`config.mk`:
```
export PLATFORM = sky130hd
export DESIGN_NAME = bam_ctrl
export DESIGN_NICKNAME = d
export VERILOG_FILES = /design/src/rtl/core/bam_pkg.sv /design/src/rtl/core/bam_ctrl.sv
export SDC_FILE = /design/constraint.sdc
export NUM_CORES = 1
export LEC_CHECK = 0
export BUFFER_PORTS_ARGS = -buffer_cell sky130_fd_sc_hd__buf_2
export CORE_AREA = 2 2 39 41
export CTS_CLUSTER_DIAMETER = 60
export DETAILED_ROUTE_END_ITERATION = 10
export DIE_AREA = 0 0 41 43
export GPL_ROUTABILITY_DRIVEN = 0
export HOLD_SLACK_MARGIN = 0.15
export SLEW_MARGIN = 5
export SYNTH_ARGS = -nofsm -noshare
export SYNTH_HDL_FRONTEND = slang
export SYNTH_SLANG_ARGS = --single-unit
```
`constraint.sdc`:
```
create_clock -name clk -period 1.5 [get_ports clk]
set_clock_uncertainty 0.1 [all_clocks]
set_input_delay 0.15 -clock clk [delete_from_list [all_inputs] [get_ports clk]]
set_output_delay 0.15 -clock clk [all_outputs]
set_load 0.1 [all_outputs]
```
`src/rtl/core/bam_pkg.sv`:
```
package bam_pkg;

	localparam int DEF_MAX_WIDTH  = 2048;
	localparam int DEF_MAX_HEIGHT = 2048;

	localparam logic [3:0] MIN_CELL = 4'd4;
	localparam logic [3:0] MAX_CELL = 4'd14;

	localparam logic [1:0] REG_CELL_SIZE = 2'd0;
	localparam logic [1:0] REG_WIDTH     = 2'd1;
	localparam logic [1:0] REG_HEIGHT    = 2'd2;

	localparam int DIV_STEPS = 8;

	typedef struct packed {
		logic accept;
		logic acc;
		logic div_step;
		logic load_out;
		logic clear_step;
	} cmd_t;

	typedef struct packed {
		logic last;
		logic clear_done;
		logic out_free;
	} status_t;

endpackage

```
`src/rtl/core/bam_ctrl.sv`:
```
module bam_ctrl (
	input  logic            clk,
	input  logic            arst_n,
	input  logic            in_valid,
	input  logic            cfg_we,
	input  bam_pkg::status_t st,
	output logic            in_ready,
	output bam_pkg::cmd_t   cmd
);

	localparam logic [2:0] ST_CLEAR = 3'd0;
	localparam logic [2:0] ST_IDLE  = 3'd1;
	localparam logic [2:0] ST_ACC   = 3'd2;
	localparam logic [2:0] ST_DIV   = 3'd3;
	localparam logic [2:0] ST_OUT   = 3'd4;

	localparam int SCW = $clog2(bam_pkg::DIV_STEPS);

	logic [2:0]     state_q, state_d;
	logic [SCW-1:0] step_q, step_d;

	always_comb begin
		state_d = state_q;
		step_d  = step_q;
		cmd     = '0;
		case (state_q)
			ST_CLEAR: begin
				cmd.clear_step = 1'b1;
				if (st.clear_done) state_d = ST_IDLE;
			end
			ST_IDLE: begin
				cmd.accept = in_valid;
				if (in_valid) state_d = ST_ACC;
			end
			ST_ACC: begin
				cmd.acc = 1'b1;
				step_d  = '0;
				state_d = st.last ? ST_DIV : ST_IDLE;
			end
			ST_DIV: begin
				cmd.div_step = 1'b1;
				step_d = step_q + 1'b1;
				if (step_q == SCW'(bam_pkg::DIV_STEPS - 1)) state_d = ST_OUT;
			end
			ST_OUT: begin
				if (st.out_free) begin
					cmd.load_out = 1'b1;
					state_d = ST_IDLE;
				end
			end
			default: state_d = ST_CLEAR;
		endcase
		if (cfg_we) state_d = ST_CLEAR;
	end

	assign in_ready = (state_q == ST_IDLE) && !cfg_we;

	always_ff @(posedge clk or negedge arst_n) begin
		if (!arst_n) begin
			state_q <= ST_CLEAR;
			step_q  <= '0;
		end else begin
			state_q <= state_d;
			step_q  <= step_d;
		end
	end

endmodule

```
# ---- After elaboration in Yosys (flattened, before gate mapping)
# Index checks and enable logic that the tools add are counted.
dict set report word_totals {
  input_bits 7
  output_inout_bits 6
  ff_bits 6
  word_cells 31
}
dict set report op_classes {
  eq_ne 9
  n_reduce_logical 5
  add_sub_neg 1
  muxes 14
}
# op n
set ops {}
lappend ops {{3-bit two-way mux} 5}
lappend ops {{3-bit one-hot mux with 5 select lines} 1}
lappend ops {{3-bit inequality test, second input constant} 4}
lappend ops {{3-bit by 2-bit equality test with 1-bit output, second input constant} 2}
lappend ops {{3-bit equality test, second input constant} 2}
lappend ops {{1-bit two-way mux} 6}
lappend ops {{3-bit one-hot mux with 2 select lines} 1}
lappend ops {{4-bit AND reduction} 1}
lappend ops {{3-bit by 1-bit adder with 3-bit output, second input constant} 1}
lappend ops {{3-bit by 1-bit equality test with 1-bit output, second input constant} 1}
lappend ops {{3-bit zero test} 1}
lappend ops {{2-bit two-way mux} 1}
lappend ops {{2-bit nonzero test} 1}
lappend ops {{1-bit logical AND} 1}
lappend ops {{1-bit zero test} 1}

# ---- Logic depth before layout (Yosys ltp)
# Gate-level depths: netlist (run 1).
dict set report logic_depth {
  word_depth 4
  depth_mapped 5
  ltp_nobuf 5
}

# ---- Worst setup path before layout (run 1)
# No wires, ideal clock.
dict set report synth_path {
  path_kind {register -> output}
  startpoint {reg state_q[1]}
  endpoint {out in_ready}
  t_arrival_ps 3650
  required_time_ps 1250
  path_stages_with_launch 3
  path_slack_ps -2400
  path_buffers 1
  cell_sequence {dfrtp_1 > buf_6 > nor4b_1}
}
dict set report synth_via {
  elab_chain_cells 2
}
# item line
set synth_rtl {}
lappend synth_rtl {{start: declaration} bam_ctrl.sv:19} ;# logic [2:0] state_q, state_d;
lappend synth_rtl {{start signal: assignment} bam_ctrl.sv:63} ;# state_q <= state_d;
lappend synth_rtl {{3-bit by 1-bit equality test with 1-bit output} bam_ctrl.sv:56} ;# assign in_ready = (state_q == ST_IDLE) && !cfg_we;
lappend synth_rtl {{1-bit logical AND} bam_ctrl.sv:56}
lappend synth_rtl {{end: declaration} bam_ctrl.sv:7} ;# output logic in_ready,
# No other way between the ends.

==> results of run 1 <==
[critical path, stage by stage (launching register included)]
cell	delay (ns)
dfrtp_1	0.39
buf_12	0.16
nor4bb_4	0.31
buf_12	0.21
[report_power, final]
group / internal, mW / switching, mW / leakage [nW]
Sequential: 0.178 / 0.0160 / 0.0786
Combinational: 0.0879 / 0.109 / 0.216
Clock: 0.0899 / 0.0501 / 0.0138
Total: 0.355 / 0.175 / 0.308
[registers in the layout (all words and copies together) (netlist names)]
signal   count
state_q      3
step_q       3
[cell families after synthesis]
kind of cell / synth area share (%)
simple gates: 31.7
buf+inv: 7.19
compound gates: 15.4
fa+ha+maj: 6.53
flops: 39.2
[worst min-delay path by stage]
stage / startpoint / endpoint / slack [ns]
after floorplan: arst_n / state_q[0] / -0.25
after global placement: arst_n / step_q[1] / -0.12
after detailed placement: arst_n / step_q[0] / -0.12
after CTS: st[0] / state_q[2] / 0.18
after global routing: st[0] / state_q[0] / 0.24
final: st[0] / state_q[2] / 0.22
[synthesized netlist by cell type (all sizes together)]
master | count | share of area (%)
nand3b | 2 | 3.9
and3b | 1 | 2.3
a211oi | 1 | 2.0
nor3 | 2 | 2.6
a211o | 1 | 2.3
and2b | 1 | 2.0
dfrtp | 6 | 39
nand2b | 3 | 4.9
a21oi | 2 | 3.6
nor2 | 3 | 2.9
ha | 2 | 6.5
a32oi | 1 | 2.3
buf | 3 | 6.2
nor4b | 1 | 2.3
and3 | 1 | 1.6
nor4bb | 1 | 2.6
nor2b | 1 | 1.6
nand2 | 5 | 4.9
inv | 1 | 0.98
o21ai | 4 | 5.2
[routing by layer]
layer,vias to the layer above,part of all wire (%),GRT usage (%)
li1,192,-,-
met1,180,46,13.8
met2,9,49,16.9
met3,0,4.6,3.14
met4,0,0,6.00
met5,-,0,0
[area by class of cell]
| cell class | count | area [um^2] |
|---|---|---|
| multi-input cells | 32 | 260 |
| inverters | 1 | 3.75 |
| well taps | 16 | 20.0 |
| repair buffers | 21 | 238 |
| clock buffers | 3 | 22.5 |
| fillers | 142 | 687 |
| flip-flops and latches | 6 | 153 |
[what timing repair did]
action | in CTS | in global routing
pin swaps | 1 | 0
hold buffers | 4 | 0
setup endpoints to repair | 5 | 6
gates resized for setup | 2 | 2
endpoints found under the hold margin | 9 | 0
buffers inserted | 0 | 2
[per-stage QoR]
stage,setup TNS [ns],setup WS [ns],instances
finish,-0.145,-0.0588,79
global route,-0.408,-0.119,79
CTS,-0.282,-0.0817,77
detailed placement,0,0.0982,70
global placement,0,0.111,70
floorplan,-1.13,-0.374,42
==> reports/summary.txt, run 1 <==
Layout area overhead - 82.0%
FF-to-FF End - state_q[1]
Slew headroom - 82.8%
R2R cell count - 5
worst setup path class - reg2out
final instance area - 697 um^2
dpl cell area - 611 um^2
Unique masters post-synth - 23
synthesized instance count - 42
initial antenna violation count - 0
failing checks - setup timing
Worst EP arrival - 1.31 ns
Hold Crit Depth - 4
Peak VDD IR - 388 uV
RSZ-0062 raised after global routing - yes
Pwr Density - 761 mW/mm^2
yosys warns - 0
top-level I/O count - 13
diodes inserted - 0
CTS root buf - clkbuf_4
worst min-delay path class - in2reg
synthesized area - 383 um^2
std cell rows - 14
critical path endpoint - cmd[4]
post-synth net total - 51
fin crit period - 1.56 ns
Die Ht - 43 um
IO Port Bufs - 12
fmax - 0.642 GHz
maximum fanout along the worst path - 12
Final ANT Viol Nets - 0
Least-Margin Pin Slew - 0.257 ns
worst-skew pair later-pin latency - 0.24 ns
Pins Over Slew Limit - 0
share of cells above drive strength 1 - 47.6%
Reg2Reg Launch Point - step_q[0]
wirelength, routed - 867 um
#FFs+latches synth - 6
Nets - 74
initial DRC count - 5
clock buffer depth - 2
Min Hold Slack - 0.219 ns
CTS tree - done
Startpoint Class - register
drc violations - 0
fin util - 50.4%
final worst slack - -0.0588 ns
register area share after synthesis - 39.2%
flop2flop setup slack - 0.14 ns
Final Cycle Share - 104%
syn avg cell area - 9.12 um^2
vias in the first global route - 337
CP Launch Point - state_q[1]
leakage power - 0.308 nW
most frequent cells in the layout - buf_2, buf_12, nand2_1
GRT Util Overall - 11.2%
Reg clk slew, reported paths - 0.04 ns
Die W - 41 um
core area - 0.00138 mm^2
final hold violations - 0
Pre-Repair DR Iteration Count - 4
CTS buffer count - 3
global-route wire length before repair - 1.33 mm
Avg WL per Cell - 11.0 um
die area - 0.00176 mm^2
GRT overflow - 0
number of setup violations in the final report - 3
Sink Count - 6
routed vias - 381
max cap viols - 0
critical path endpoint category - output port
WP data required - 1.25 ns
vias per std cell - 4.82
total power - 0.531 mW
Starting Density - 27.7%
status - complete, but fails checks
# H-tree levels - 1
pin count of the biggest net entering global routing - 13
Note: power is estimated with default switching activity, not from simulation.
==> run 2: changes to the inputs <==
CTS_BUF_LIST = sky130_fd_sc_hd__clkbuf_2   (was default)
==> run 2 against run 1 <==
The run still ends with setup timing left. Register-to-register slack worse by 0.03 ns. Wire length decreased by 7.4%. Power fell by 7.5%. Die area did not move. Clock-buffer cell count stayed put. Combinational power down 2%. Worst hold slack worse by 0.044 ns. Maximum frequency up 1.5%. Non-clock buffer count shrank 3. Clock power is 25% lower. Sequential power about the same.
==> reports/summary.txt, run 2 (synthesis results as in run 1) <==
Slew headroom - 82.8% (about the same)
max cap viols - 0 (unchanged)
Reg2Reg Launch Point - step_q[0] (unchanged)
Peak VDD IR - 386 uV (was 388 uV)
leakage power - 0.290 nW (was 0.308 nW)
Die Ht - 43 um (unchanged)
flop2flop setup slack - 0.11 ns (was 0.14 ns)
maximum fanout along the worst path - 12 (unchanged)
Pwr Density - 742 mW/mm^2 (was 761 mW/mm^2)
CP Launch Point - state_q[1] (unchanged)
initial antenna violation count - 0 (unchanged)
total power - 0.491 mW (was 0.531 mW)
FF-to-FF End - state_q[1] (unchanged)
Setup Buffers After CTS - 0 (unchanged)
FILL cells - 139 (was 142)
critical path endpoint category - output port (unchanged)
pin count of the biggest net entering global routing - 13 (unchanged)
initial DRC count - 3 (was 5)
drc violations - 0 (unchanged)
routed vias - 365 (was 381)
worst min-delay path class - in2async (was in2reg)
CTS buffer count - 3 (unchanged)
clock buffer depth - 2 (unchanged)
Final Cycle Share - 102% (was 104%)
failing checks - setup timing (unchanged)
top-level I/O count - 13 (unchanged)
R2R cell count - 5 (unchanged)
GRT overflow - 0 (unchanged)
Pre-Repair DR Iteration Count - 3 (was 4)
std cell rows - 14 (unchanged)
Avg WL per Cell - 10.6 um (was 11.0 um)
Starting Density - 27.7% (unchanged)
global-route wire length before repair - 1.33 mm (unchanged)
fmax - 0.651 GHz (was 0.642 GHz)
CTS root buf - clkbuf_2 (was clkbuf_4)
wirelength, routed - 803 um (was 867 um)
core area - 0.00138 mm^2 (unchanged)
GR peak layer - met2 (unchanged)
fin util - 47.8% (was 50.4%)
routing usage on met1 - 13.8% (unchanged)
worst setup path class - reg2out (unchanged)
vias in the first global route - 339 (was 337)
Final ANT Viol Nets - 0 (unchanged)
Reg clk slew, reported paths - 0.05 ns (was 0.04 ns)
number of setup violations in the final report - 4 (was 3)
worst-skew pair later-pin latency - 0.21 ns (was 0.24 ns)
Die W - 41 um (unchanged)
status - complete, but fails checks (unchanged)
most frequent cells in the layout - buf_12, buf_2, nand2_1, o21ai_0, dfrtp_1 (was buf_2, buf_12, nand2_1)
diodes inserted - 0 (unchanged)
GRT Util Overall - 11.2% (unchanged)
Startpoint Class - register (unchanged)
final hold violations - 0 (unchanged)
met2 Use GR - 16.9% (unchanged)
Least-Margin Pin Slew - 0.257 ns (about the same)
vias per std cell - 4.80 (was 4.82)
fin crit period - 1.54 ns (was 1.56 ns)
# H-tree levels - 1 (unchanged)
IO Port Bufs - 12 (unchanged)
WP data required - 1.25 ns (about the same)
met3 Usage GRT - 3.14% (unchanged)
CTS tree - done (unchanged)
critical path endpoint - cmd[4] (unchanged)
share of cells above drive strength 1 - 45.0% (was 47.6%)
Sink Count - 6 (unchanged)
Nets - 71 (was 74)
Layout area overhead - 72.9% (was 82.0%)
Pins Over Slew Limit - 0 (unchanged)
most common cell after layout, fill and taps aside - buf_12
RSZ-0062 raised after global routing - yes (unchanged)
die area - 0.00176 mm^2 (unchanged)
final worst slack - -0.0356 ns (was -0.0588 ns)
Regs by FF count - state_q (3), step_q (3) (unchanged)
Worst EP arrival - 1.29 ns (was 1.31 ns)
==> run 2: cell count changes in the layout (fill, tap and decap cells not counted) <==
cell,previous run,this run
buf_2,7,6
clkbuf_2,0,3
buf_4,3,2
a211oi_1,0,1
clkbuf_4,3,0
dlygate4sd3_1,4,3
a211oi_2,1,0
==> run 2: metrics by stage <==
stage	setup WS [ns]	setup TNS (ns)	std cells	area, um^2	hold WS (ns)
2_1_floorplan	-0.374	-1.13	42	433	-0.246
3_3_place_gp	0.111	0	70	611	-0.121
5_1_grt	-0.107	-0.404	76	662	0.192
3_5_place_dp	0.0982	0	70	611	-0.125
6_report	-0.0356	-0.104	76	662	0.175
4_1_cts	-0.0663	-0.221	76	658	0.160
==> run 2: power by group <==
group | switching, mW | internal (mW)
clock | 0.0508 | 0.0540
sequential | 0.0157 | 0.177
combinational | 0.108 | 0.0856
total | 0.174 | 0.317
==> run 2: what timing repair did <==
item,in CTS,in global routing
setup endpoints to repair,5,5
hold buffers,3,0
pin swaps,1,0
hold endpoints to repair,9,0
cloned,0,0
resized for setup,2,1
==> run 2: worst min path at each step <==
stage            from    endpoint  slack (ns)  cells after the start
3_3_place_gp   arst_n   step_q[1]       -0.12                      1
4_1_cts        arst_n   step_q[0]        0.16                      2
6_report       arst_n   step_q[0]        0.18                      2
2_1_floorplan  arst_n  state_q[0]       -0.25                      0
5_1_grt        arst_n   step_q[0]        0.19                      2
3_5_place_dp   arst_n   step_q[0]       -0.12                      1
==> run 2: final cells by class <==
| class | count | area (um^2) | share of cell area [%] |
|---|---|---|---|
| multi-input combinational | 32 | 255 | 38.6 |
| timing repair buffer | 18 | 215 | 32.5 |
| sequential | 6 | 153 | 23.1 |
| tap | 16 | 20.0 | 3.02 |
| clock buffer | 3 | 15.0 | 2.27 |
| inverter | 1 | 3.75 | 0.567 |
==> run 2: critical path, stage by stage (launching register included) <==
cell and delay [ns]:
dfrtp_1 0.40, buf_12 0.16, nor4bb_4 0.31, buf_12 0.21
==> run 2: metal layers <==
layer	share of wire (%)	routed length, um	vias to the layer above
met5	0	0	-
met4	0	0	0
met3	5.0	40	0
met2	48	383	9
met1	47	379	172
li1	-	-	184
